### src/sv/wmf_pkg.sv
// ============================================================================
// Window majority input filter package
// Shared widths, configuration register indexes, reset values and types.
// ============================================================================
package wmf_pkg;

    localparam int WORD_W    = 16;
    localparam int CL_W      = 4;
    localparam int MA_W      = 5;
    localparam int CFG_W     = 5;
    localparam int CFG_IDX_W = 1;

    localparam logic [CFG_IDX_W-1:0] CFG_CHANGE_LIMIT = 1'b0;
    localparam logic [CFG_IDX_W-1:0] CFG_MIN_AGREE    = 1'b1;

    localparam logic [CL_W-1:0] CHANGE_LIMIT_RST = 4'd2;
    localparam logic [MA_W-1:0] MIN_AGREE_RST    = 5'd3;

    typedef struct packed {
        logic [CL_W-1:0] change_limit;
        logic [MA_W-1:0] min_agree;
    } cfg_t;

endpackage

### src/sv/wmf_lane.sv
// ============================================================================
// Window majority filter lane
// Counts ones, zeros and level changes of one channel over the sample window
// and registers the counts when the pipeline advances.
// ============================================================================
module wmf_lane #(
    parameter int WINDOW = 5,
    parameter int CNT_W  = 3
) (
    input  logic              clk,
    input  logic              load,
    input  logic [WINDOW-1:0] window_bits,
    output logic [CNT_W-1:0]  ones,
    output logic [CNT_W-1:0]  zeros,
    output logic [CNT_W-1:0]  changes
);

    logic [CNT_W-1:0] ones_reg;
    logic [CNT_W-1:0] zeros_reg;
    logic [CNT_W-1:0] changes_reg;
    logic [CNT_W-1:0] ones_next;
    logic [CNT_W-1:0] zeros_next;
    logic [CNT_W-1:0] changes_next;
    logic [WINDOW-2:0] edge_bits;

    always_comb
    begin
        for (int k = 1; k < WINDOW; k++)
        begin
            edge_bits[k-1] = window_bits[k] ^ window_bits[k-1];
        end
    end

    always_comb
    begin
        ones_next    = '0;
        changes_next = '0;
        for (int k = 0; k < WINDOW; k++)
        begin
            ones_next = ones_next + CNT_W'(window_bits[k]);
        end
        for (int k = 0; k < WINDOW - 1; k++)
        begin
            changes_next = changes_next + CNT_W'(edge_bits[k]);
        end
        zeros_next = CNT_W'(WINDOW) - ones_next;
    end

    always_ff @(posedge clk)
    begin
        if (load)
        begin
            ones_reg    <= ones_next;
            zeros_reg   <= zeros_next;
            changes_reg <= changes_next;
        end
    end

    assign ones    = ones_reg;
    assign zeros   = zeros_reg;
    assign changes = changes_reg;

endmodule

### src/sv/wmf_merge.sv
// ============================================================================
// Window majority filter merge stage
// Decides each channel level from the lane counts and the held levels, and
// keeps the result word, which doubles as the held level state.
// ============================================================================
module wmf_merge
    import wmf_pkg::*;
#(
    parameter int LANES = 16,
    parameter int CNT_W = 3
) (
    input  logic                   clk,
    input  logic                   rst_n,
    input  logic                   load,
    input  cfg_t                   cfg,
    input  logic [LANES*CNT_W-1:0] ones_all,
    input  logic [LANES*CNT_W-1:0] zeros_all,
    input  logic [LANES*CNT_W-1:0] changes_all,
    output logic [WORD_W-1:0]      levels
);

    localparam int CMP_W = (CNT_W > MA_W) ? CNT_W : MA_W;

    logic [LANES-1:0] levels_reg;
    logic [LANES-1:0] levels_next;
    logic [CMP_W-1:0] limit_ext;
    logic [CMP_W-1:0] agree_ext;

    assign limit_ext = CMP_W'(cfg.change_limit);
    assign agree_ext = CMP_W'(cfg.min_agree);

    always_comb
    begin
        logic [CMP_W-1:0] ones_c;
        logic [CMP_W-1:0] zeros_c;
        logic [CMP_W-1:0] changes_c;
        for (int ch = 0; ch < LANES; ch++)
        begin
            ones_c    = CMP_W'(ones_all[ch*CNT_W +: CNT_W]);
            zeros_c   = CMP_W'(zeros_all[ch*CNT_W +: CNT_W]);
            changes_c = CMP_W'(changes_all[ch*CNT_W +: CNT_W]);
            if (changes_c > limit_ext)
            begin
                if (zeros_c >= agree_ext)
                begin
                    levels_next[ch] = 1'b0;
                end
                else if (ones_c >= agree_ext)
                begin
                    levels_next[ch] = 1'b1;
                end
                else
                begin
                    levels_next[ch] = levels_reg[ch];
                end
            end
            else
            begin
                levels_next[ch] = (zeros_c > ones_c) ? 1'b0 : 1'b1;
            end
        end
    end

    always_ff @(posedge clk or negedge rst_n)
    begin
        if (!rst_n)
        begin
            levels_reg <= '0;
        end
        else if (load)
        begin
            levels_reg <= levels_next;
        end
    end

    assign levels = WORD_W'(levels_reg);

endmodule

### src/sv/window_majority_input_filter.sv
// ============================================================================
// Window majority input filter
// Debounces up to sixteen digital inputs by majority vote over a sliding
// window of samples, with a stricter agreement rule for chattering inputs.
// ============================================================================
// An accepted request passes through the sample window, lane counters and
// merge register before its result is valid. Throughput is one request
// per cycle when out_stall is low, set by the three-stage pipeline of
// sample window, per-channel lane counters and the merge register.
// Reset clears the sample window and the held levels to all zeros and loads
// change_limit with 2 and min_agree with 3.
module window_majority_input_filter
    import wmf_pkg::*;
#(
    parameter int WINDOW   = 5,
    parameter int CHANNELS = 16
) (
    input  logic                 clk,
    input  logic                 rst_n,
    input  logic                 in_valid,
    output logic                 in_stall,
    input  logic [WORD_W-1:0]    raw_sample,
    output logic                 out_valid,
    input  logic                 out_stall,
    output logic [WORD_W-1:0]    filtered_levels,
    input  logic                 cfg_we,
    input  logic [CFG_IDX_W-1:0] cfg_index,
    input  logic [CFG_W-1:0]     cfg_data
);

    localparam int LANES = (CHANNELS < WORD_W) ? CHANNELS : WORD_W;
    localparam int CNT_W = $clog2(WINDOW + 1);

    logic [LANES-1:0]       window_reg [WINDOW];
    logic [LANES-1:0]       window_next [WINDOW];
    logic                   s1_valid_reg;
    logic                   s1_valid_next;
    logic                   s2_valid_reg;
    logic                   s2_valid_next;
    logic                   out_valid_reg;
    logic                   out_valid_next;
    cfg_t                   cfg_reg;
    cfg_t                   cfg_next;
    logic                   out_ready;
    logic                   s2_ready;
    logic                   s1_ready;
    logic                   in_accept;
    logic                   s1_adv;
    logic                   s2_adv;
    logic [LANES*CNT_W-1:0] ones_all;
    logic [LANES*CNT_W-1:0] zeros_all;
    logic [LANES*CNT_W-1:0] changes_all;

    assign out_ready = !out_valid_reg || !out_stall;
    assign s2_ready  = !s2_valid_reg || out_ready;
    assign s1_ready  = !s1_valid_reg || s2_ready;
    assign in_stall  = !s1_ready;
    assign in_accept = in_valid && s1_ready;
    assign s1_adv    = s1_valid_reg && s2_ready;
    assign s2_adv    = s2_valid_reg && out_ready;

    always_comb
    begin
        s1_valid_next  = in_accept ? 1'b1 : (s1_adv ? 1'b0 : s1_valid_reg);
        s2_valid_next  = s1_adv ? 1'b1 : (s2_adv ? 1'b0 : s2_valid_reg);
        out_valid_next = s2_adv ? 1'b1 : (out_ready ? 1'b0 : out_valid_reg);
    end

    always_comb
    begin
        window_next[0] = raw_sample[LANES-1:0];
        for (int k = 1; k < WINDOW; k++)
        begin
            window_next[k] = window_reg[k-1];
        end
    end

    always_comb
    begin
        cfg_next = cfg_reg;
        if (cfg_we)
        begin
            case (cfg_index)
                CFG_CHANGE_LIMIT: cfg_next.change_limit = cfg_data[CL_W-1:0];
                CFG_MIN_AGREE:    cfg_next.min_agree    = cfg_data[MA_W-1:0];
                default:          cfg_next = cfg_reg;
            endcase
        end
    end

    always_ff @(posedge clk or negedge rst_n)
    begin
        if (!rst_n)
        begin
            s1_valid_reg         <= 1'b0;
            s2_valid_reg         <= 1'b0;
            out_valid_reg        <= 1'b0;
            cfg_reg.change_limit <= CHANGE_LIMIT_RST;
            cfg_reg.min_agree    <= MIN_AGREE_RST;
            for (int k = 0; k < WINDOW; k++)
            begin
                window_reg[k] <= '0;
            end
        end
        else
        begin
            s1_valid_reg  <= s1_valid_next;
            s2_valid_reg  <= s2_valid_next;
            out_valid_reg <= out_valid_next;
            cfg_reg       <= cfg_next;
            if (in_accept)
            begin
                for (int k = 0; k < WINDOW; k++)
                begin
                    window_reg[k] <= window_next[k];
                end
            end
        end
    end

    for (genvar ch = 0; ch < LANES; ch++)
    begin : g_lane
        logic [WINDOW-1:0] bits;

        always_comb
        begin
            for (int k = 0; k < WINDOW; k++)
            begin
                bits[k] = window_reg[k][ch];
            end
        end

        wmf_lane #(
            .WINDOW (WINDOW),
            .CNT_W  (CNT_W)
        ) u_lane (
            .clk         (clk),
            .load        (s1_adv),
            .window_bits (bits),
            .ones        (ones_all[ch*CNT_W +: CNT_W]),
            .zeros       (zeros_all[ch*CNT_W +: CNT_W]),
            .changes     (changes_all[ch*CNT_W +: CNT_W])
        );
    end

    wmf_merge #(
        .LANES (LANES),
        .CNT_W (CNT_W)
    ) u_merge (
        .clk         (clk),
        .rst_n       (rst_n),
        .load        (s2_adv),
        .cfg         (cfg_reg),
        .ones_all    (ones_all),
        .zeros_all   (zeros_all),
        .changes_all (changes_all),
        .levels      (filtered_levels)
    );

    assign out_valid = out_valid_reg;

    a_in_to_s1: assert property (@(posedge clk) disable iff (!rst_n)
        in_accept |=> s1_valid_reg)
        else $error("Accepted request did not enter the window stage.");

    a_s1_hold: assert property (@(posedge clk) disable iff (!rst_n)
        (s1_valid_reg && !s2_ready) |=> (s1_valid_reg && $stable(window_reg[0])))
        else $error("Window stage changed while the lane stage was full.");

    a_s2_to_out: assert property (@(posedge clk) disable iff (!rst_n)
        s2_adv |=> out_valid_reg)
        else $error("Lane counts advanced without producing a result.");

    a_no_drop: assert property (@(posedge clk) disable iff (!rst_n)
        (s2_valid_reg && !out_ready) |=> s2_valid_reg)
        else $error("Lane stage lost a request while the output was stalled.");

endmodule

### config.mk
export PLATFORM = sky130hd
export DESIGN_NAME = window_majority_input_filter
export DESIGN_NICKNAME = d
export VERILOG_FILES = /design/src/sv/wmf_pkg.sv /design/src/sv/wmf_lane.sv /design/src/sv/wmf_merge.sv /design/src/sv/window_majority_input_filter.sv
export SDC_FILE = /design/constraint.sdc
export NUM_CORES = 1
export LEC_CHECK = 0
export ABC_CLOCK_PERIOD_IN_PS = 6600
export BUFFER_PORTS_ARGS = -buffer_cell sky130_fd_sc_hd__buf_2
export CORE_MARGIN = 2
export CORE_UTILIZATION = 30
export CTS_BUF_LIST = sky130_fd_sc_hd__clkbuf_4 sky130_fd_sc_hd__clkbuf_8
export CTS_CLUSTER_SIZE = 20
export DETAILED_ROUTE_END_ITERATION = 10
export GPL_ROUTABILITY_DRIVEN = 0
export PLACE_DENSITY_LB_ADDON = 0.12
export SLEW_MARGIN = 30
export SYNTH_ARGS = -nofsm -noshare
export SYNTH_HDL_FRONTEND = slang
export SYNTH_SLANG_ARGS = --single-unit
### constraint.sdc
create_clock -name clk -period 6.6 [get_ports clk]
set_input_delay 0.66 -clock clk [delete_from_list [all_inputs] [get_ports clk]]
set_output_delay 0.66 -clock clk [all_outputs]
set_load 0.01 [all_outputs]
# Word-level counts from Yosys, hierarchy flattened
# Cells that the tools add are included.
[classes]
n_addsub = 128
order_cmp = 64
eq_ne = 16
n_mux = 70
bitwise_logic = 65
n_reduce_logical = 32
[ops]
columns = ["cell", "n"]
rows = [
  ["$add 3x1->3", 80],
  ["$ge 3x5->1", 32],
  ["$mux 1", 70],
  ["$add 1x1->2", 32],
  ["$gt 3x4->1", 16],
  ["$xor 1x1->1", 64],
  ["$gt 3x3->1", 16],
  ["$ne 3x3->1 const B", 16],
  ["$sub 3x3->3 const A", 16],
  ["$reduce_and 2->1", 18],
  ["$reduce_bool 2->1", 3],
  ["$logic_not 1->1", 5],
  ["$logic_and 1x1->1", 3],
  ["$logic_or 1x1->1", 3],
  ["$not 1->1", 1],
]
[word_totals]
reg_bits = 252
in_bits = 27
output_inout_bits = 18
wordCells = 449

# Longest topological paths before layout
# Gate-level depths: netlist (run 1).
[depth]
depth_word = 6
ltp_mapped = 8
depth_no_buf = 8

# Cells and area by module
# A second synthesis (run 1) with hierarchy kept.
[hier_totals]
hier_cells = 1235
area_unflattened_um2 = 15423.5
[modules_own_cells]
columns = ["module", "instances", "cells_per_inst", "area_per_inst_um2", "seq_area_each_um2"]
rows = [
  ["wmf_lane", 16, 25, 416.6, 240.2],
  ["wmf_merge", 1, 635, 5242.5, 400.4],
  ["window_majority_input_filter", 1, 200, 3514.6, 2306.0],
]

# Worst setup path before layout (run 1)
# OpenSTA, ideal clock, no wires.
[synth_path]
kind = "input port to flip-flop"
startpoint = "input port out_stall"
endpoint = "register g_lane[0].u_lane.changes_reg[0] (enable)"
setup_ns = 0.502
arrival_time_ns = 3.694
t_required_ns = 6.098
setup_slack_ns = 2.403
path_stages = 2
n_path_buf = 0
path_cell_list = "nand3_1 > and2_1"
[synth_via]
elab_chain_cells = 4
[synth_lines]
columns = ["item", "line_no", "source"]
rows = [
  ["from (decl)", "window_majority_input_filter.sv:24", "input logic out_stall,"],
  ["$logic_not 1->1", "window_majority_input_filter.sv:54", "assign out_ready = !out_valid_reg || !out_stall;"],
  ["$logic_or 1x1->1", "window_majority_input_filter.sv:54", ""],
  ["$logic_or 1x1->1", "window_majority_input_filter.sv:55", "assign s2_ready = !s2_valid_reg || out_ready;"],
  ["$logic_and 1x1->1", "window_majority_input_filter.sv:59", "assign s1_adv = s1_valid_reg && s2_ready;"],
  ["net g_lane[0].u_lane.load", "wmf_lane.sv:11", "input logic load,"],
  ["to (signal assigned)", "wmf_lane.sv:55", "changes_reg <= changes_next;"],
  ["to (decl)", "wmf_lane.sv:20", "logic [CNT_W-1:0] changes_reg;"],
]
# The timed path passes the listed nets, and every way through them passes these cells.
# A chain may end at the register's enable or synchronous reset.

# Worst setup path after layout (run 1)
[layout_path]
startpoint = "register out_valid_reg (netlist: out_valid)"
endpoint = "register g_lane[14].u_lane.changes_reg[1] (enable)"
[layout_via]
elab_chain_cells = 4
[layout_lines]
columns = ["item", "line_no", "source"]
rows = [
  ["from (decl)", "window_majority_input_filter.sv:40", "logic out_valid_reg;"],
  ["from (signal assigned)", "window_majority_input_filter.sv:109", "out_valid_reg <= out_valid_next;"],
  ["$logic_not 1->1", "window_majority_input_filter.sv:54", ""],
  ["$logic_or 1x1->1", "window_majority_input_filter.sv:54", ""],
  ["$logic_or 1x1->1", "window_majority_input_filter.sv:55", ""],
  ["$logic_and 1x1->1", "window_majority_input_filter.sv:59", ""],
  ["net g_lane[0].u_lane.load", "wmf_lane.sv:11", ""],
  ["to (signal assigned)", "wmf_lane.sv:55", ""],
  ["to (decl)", "wmf_lane.sv:20", ""],
]
# The timed path passes the listed nets, and every way through them passes these cells.

==> results.cfg, run 1 <==
[logic_synthesis]
synth-simple-area-share_pct = 6.94
synth_seq_area_share_pct = 44.2
ys_seq_elements = 236
ys_types = 43
synth_ff_type = edfxtp_1
synth_fa_ha_area_share_pct = 24.7
synthArstFlopShare_pct = 45.8
syn_area_per_cell_um2 = 12.0
synth_edf_count = 128
synth_xor_area_share_pct = 4.26
synth_top_family_by_area = adder cells
synth_area_leaders = edfxtp_1 26%, ha_1 18%, dfrtp_1 18%, fa_1 6.5%, mux2_2 5.4%
yosys.area.top_type_share_pct = 26.0
synth_compound_area_share_pct = 8.50
muxShareOfSynthArea_pct = 5.40
syn-cell-area_um2 = 14800
post-synth-top-count-cell = ha_1
synth_common_cells = 216 x ha_1, 200 x inv_1, 128 x edfxtp_1
syn_inst = 1234
yosys.area.top_type = edfxtp_1
ys_warn_count = 0
syn_nets = 1525

[timing]
period_minus_slack_ns = 2.45
slew_viol_final = 0
hold_ws_ns = 0.0339
rsz0062_at_grt = false
setup_viol = 0
slew_headroom_pct = 41.5
post-route-period-util_pct = 37.1
hold_viol = 0
max_freq_ghz = 0.408
fin_tns_setup_ns = 0
skew_ns = 0.0250
max_slew.worst_pin.slew_ns = 0.878

[setup_path]
reg2reg_slack_ns = 4.15
required_ns = 6.81
startpoint = out_valid
path_class = flop to flop
worstRegToRegCells = 3
regToRegEndpoint = g_lane[14].u_lane.changes[1]
endpoint_kind = flop
reg2reg_from = out_valid
crit_path_start_kind = flop
cp_max_fo = 65
crit_arrival_ns = 2.66

[die]
die_width_um = 226
die-area_um2 = 51200
die_h_um = 226
rows = 81
core_area_um2 = 48800
io_pins = 45
initial_core_util_pct = 30.3

[layout]
drive_gt1_share_pct = 17.0
fillers = 4934
syn_to_final_growth_pct = 13.4
nets = 1609
largest_reg_flops = 80
diodes = 0

[clock_network]
cts_hold_buf = 0
clockBufferDepth = 3
cts_resized = 0
path_clk_slew_ns = 0.06
cts_num_sinks = 236
cts_tree = yes
htree_num_levels = 2
cts_buffers = 46
cts_setup_buffers = 0
root_buffer = clkbuf_8
worstSkewPairLatency_ns = 0.60

[drt]
drtPass1Iterations = 4
wirelength_mm = 29.3
avgViaCountPerCell = 4.37
via_count = 8830
wl_per_cell_um = 14.5
drt_drc_violations_left = 0
postRouteAntennaNets = 0
dr.first_iter.drc_count = 220

[global_routing]
grt_max_degree = 89
antenna_found_initial = 0
grt.met2_usage_pct = 20.3
use_met1_pct = 15.5
grt_overflow = 0
grt_usage_pct = 12.2
grt_pass1_wl_mm = 48.4
grt_pass1_vias = 9290
top_usage_layer = met2
globalRouteMet3Util_pct = 2.72

[placement]
dp.final_hpwl_mm = 19.0
numPortBuffers = 44

[run_status]
run_status = finished clean

[power_and_ir_drop]
ir_drop_mv = 0.158
powerDensity_nw_per_um2 = 466
p_leak_nw = 7.64

[min_path]
hp-class = input pin to asynchronous set/reset pin

[run]
maxCapViolCount = 0
[worst max-delay path by stage]
stage	to	slack, ns	cells past startpoint
3_3_place_gp	g_lane[14].u_lane.ones[0]	3.74	4
2_1_floorplan	g_lane[0].u_lane.changes[0]	2.40	2
5_1_grt	g_lane[9].u_lane.zeros[0]	3.91	3
4_1_cts	g_lane[9].u_lane.zeros[0]	4.07	3
3_5_place_dp	g_lane[14].u_lane.ones[0]	3.72	4
6_report	g_lane[14].u_lane.changes[1]	4.15	3
[cell families (layout without fill, tap and decap cells)]
logic type / count (synthesis) / in the layout
fa+ha+maj: 264 / 264
simple gates: 184 / 184
xor+xnor: 72 / 72
mux: 71 / 71
flops: 236 / 236
compound gates: 188 / 188
buf+inv: 219 / 340
[cells in the final DEF (no fill, tap or decap), drive strengths merged, types with 33 or more instances in the layout]
cell / n
mux2: 71
a21oi: 52
clkbuf: 81
ha: 216
o21ai: 50
edfxtp: 128
fa: 48
dfrtp: 105
nor2b: 33
buf: 55
nand2: 52
xor2: 48
inv: 200
[worst max-delay path: stages (launching register included)]
cell and delay, ns:
dfrtp_1 0.42, nand3_1 0.12, and2_4 0.72, buf_4 0.75
[per-layer routing]
layer	up-vias	share of wire [%]
met2	97	46
met5	-	0
met4	0	2.5
met3	50	4.1
li1	4481	-
met1	4202	47
[where the power goes]
group / switching (mW) / internal, mW
clock network: 0.626 / 0.884
logic: 1.79 / 1.64
registers: 0.387 / 2.49
total: 2.81 / 5.01
[area by class of cell]
cell class | instances | area [um2] | area share [%]
clock buffers | 81 | 940 | 5.59
clock inverters | 4 | 20.0 | 0.119
inverters | 200 | 751 | 4.47
multi-input cells | 779 | 7390 | 44.0
flip-flops and latches | 236 | 6550 | 39.0
well taps | 664 | 831 | 4.95
repair buffers | 55 | 313 | 1.86
[per-stage QoR]
stage                     power [mW]  util [%]  area [um2]  instances  worst slack [ns]
after global placement          6.35      32.4       15800       1934              3.74
after global routing            8.74      34.4       16800       2019              3.91
after CTS                       8.02      34.4       16800       2019              4.07
after detailed placement        6.41      32.4       15800       1934              3.72
final                           7.82      34.4       16800       2019              4.15
after floorplan                 5.52         -       14800       1234              2.40
Power figures use the tool's default switching activity.
==> run 2: changes to the inputs <==
--- a/config.mk
+++ b/config.mk
@@ -5,7 +5,7 @@
 export SDC_FILE = /design/constraint.sdc
 export NUM_CORES = 1
 export LEC_CHECK = 0
-export ABC_CLOCK_PERIOD_IN_PS = 6600
+export ABC_CLOCK_PERIOD_IN_PS = 2200
 export BUFFER_PORTS_ARGS = -buffer_cell sky130_fd_sc_hd__buf_2
 export CORE_MARGIN = 2
 export CORE_UTILIZATION = 30
==> constraint.sdc (replaced) <==
create_clock -name clk -period 2.2 [get_ports clk]
set_input_delay 0.22 -clock clk [delete_from_list [all_inputs] [get_ports clk]]
set_output_delay 0.22 -clock clk [all_outputs]
set_load 0.01 [all_outputs]
==> results.cfg, run 2 (synthesized netlist as in run 1, its figures left out) <==
[run_status]
run_status = complete, but fails checks
violations = setup timing

[drt]
avgViaCountPerCell = 4.39
drt_drc_violations_left = 0
postRouteAntennaNets = 0
dr.first_iter.drc_count = 346
drtPass1Iterations = 4
wl_per_cell_um = 14.5
via_count = 9374
wirelength_mm = 30.9

[layout]
fin_util_pct = 36.5
diodes = 0
largest_reg_flops = 80
nets = 1725
layout_commonest_cell = ha_1
final_cell_mix = 198 x ha_1, 179 x inv_1, 128 x edfxtp_1
syn_to_final_growth_pct = 20.5
drive_gt1_share_pct = 23.6
fillers = 4866

[die]
die_h_um = 226
io_pins = 45
rows = 81
initial_core_util_pct = 30.3
core_area_um2 = 48800
die-area_um2 = 51200
die_width_um = 226

[timing]
setup_viol = 22
hold_viol = 0
slew_viol_final = 0
period_minus_slack_ns = 2.29
max_slew.worst_pin.slew_ns = 0.663
hold_ws_ns = 0.0663
slew_headroom_pct = 55.7
layout_setup_ws_ns = -0.0866
rsz0062_at_grt = true
skew_ns = 0.0138
max_freq_ghz = 0.437
fin_tns_setup_ns = -1.05
post-route-period-util_pct = 104

[setup_path]
cp_slowest_cell = fa_1
required_ns = 2.55
endpoint_kind = flop
crit_path_start_kind = flop
path_class = flop to flop
crit_arrival_ns = 2.64
slowest_delay_ns = 0.51
path_cells = ha_1 -> inv_2 -> fa_1 -> inv_1 -> ha_1 -> inv_2 -> fa_1 -> xnor2_1
cp_max_fo = 2

[placement]
dp_slack_ns = -0.108
numPortBuffers = 44
dp.final_hpwl_mm = 21.1

[clock_network]
cts_tree = yes
worstSkewPairLatency_ns = 0.60
cts_num_sinks = 236
cts_buffers = 48
path_clk_slew_ns = 0.06
htree_num_levels = 2
clockBufferDepth = 3
root_buffer = clkbuf_8

[global_routing]
grt_usage_pct = 12.8
grt_pass1_vias = 9735
antenna_found_initial = 0
grt_max_degree = 89
grt_overflow = 0
grt_pass1_wl_mm = 50.5

[power_and_ir_drop]
switchingPower_mw = 8.73
netSwitchingFraction_pct = 36.1
clockPowerShare_pct = 17.9
powerDensity_nw_per_um2 = 1350
combPwrFrac_pct = 47.0
p_leak_nw = 8.13
ir_drop_mv = 0.553
p_int_mw = 15.4
fin_total_pwr_mw = 24.2
seq_power_share_pct = 35.1

[run]
maxCapViolCount = 0

[min_path]
hp-class = input pin to flop
run 2: changes by cell type in the layout (fill, tap and decap cells not counted), moves of 14 or more:
cell	before	now
buf_4	10	90
inv_2	0	21
clkinv_1	2	16
dlygate4sd3_1	0	26
ha_2	0	14
ha_1	216	198
inv_1	200	179
run 2: critical path, delay by kind of cell, from the launching register on:
family | cells | cell delay (ns)
flops | 1 | 0.38
xor+xnor | 1 | 0.14
fa+ha+maj | 4 | 1.35
buf+inv | 3 | 0.18
run 2: through the flow:
stage | std cells | instance area [um2]
floorplan | 1234 | 14800
global placement | 2006 | 16500
detailed placement | 2006 | 16500
CTS | 2126 | 17700
global route | 2136 | 17900
finish | 2136 | 17900
run 2: layer usage:
metal | up-vias | GRT usage [%] | part of all wire (%)
met5 | - | 0 | 0
met4 | 0 | 3.78 | 2.1
met3 | 52 | 3.23 | 4.3
met2 | 117 | 21.8 | 48
met1 | 4474 | 16.1 | 45
li1 | 4731 | - | -
run 2: final timing paths:
path | startpoint | slack, ns | depth (start not counted) | end
hold reg to reg | s1_valid_reg | 0.48 | 1 | s2_valid_reg
hold / removal | cfg_index | 0.07 | 4 | cfg_reg[7]
setup reg to reg | g_lane[13].bits[1] | -0.09 | 8 | g_lane[13].u_lane.zeros[2]
max in group asynchronous | rst_n | 1.47 | 3 | cfg_reg[1]
min in group asynchronous | rst_n | 0.11 | 2 | g_lane[11].bits[0]
setup / recovery | g_lane[13].bits[1] | -0.09 | 8 | g_lane[13].u_lane.zeros[2]
run 2: cell type report:
type                            instances  area [um2]  area share, %
Multi-Input combinational cell        779        7480           41.9
Sequential cell                       236        6550           36.7
Timing Repair Buffer                  169        1340           7.52
Tap cell                              664         831           4.65
Clock buffer                           68         817           4.58
Inverter                              200         751           4.21
Clock inverter                         20        82.6          0.463
run 2: timing repair:
item / 4_1_cts / 5_1_grt
hold buffers: 26 / 0
endpoints found under the hold margin: 133 / 0
cloned: 0 / 0
endpoints found under the setup margin: 22 / 32
buffers inserted: 6 / 10
resized for setup: 20 / 21
pin swaps: 9 / 11
run 2: power groups by stage:
stage               registers (mW)  clock network (mW)  logic [mW]
finish                        8.48                4.33        11.3
floorplan                     8.49                   0        8.04
global placement              8.59                   0        10.9
CTS                           8.52                4.55        11.5
global route                  8.73                4.75        13.5
detailed placement            8.59                   0        11.3
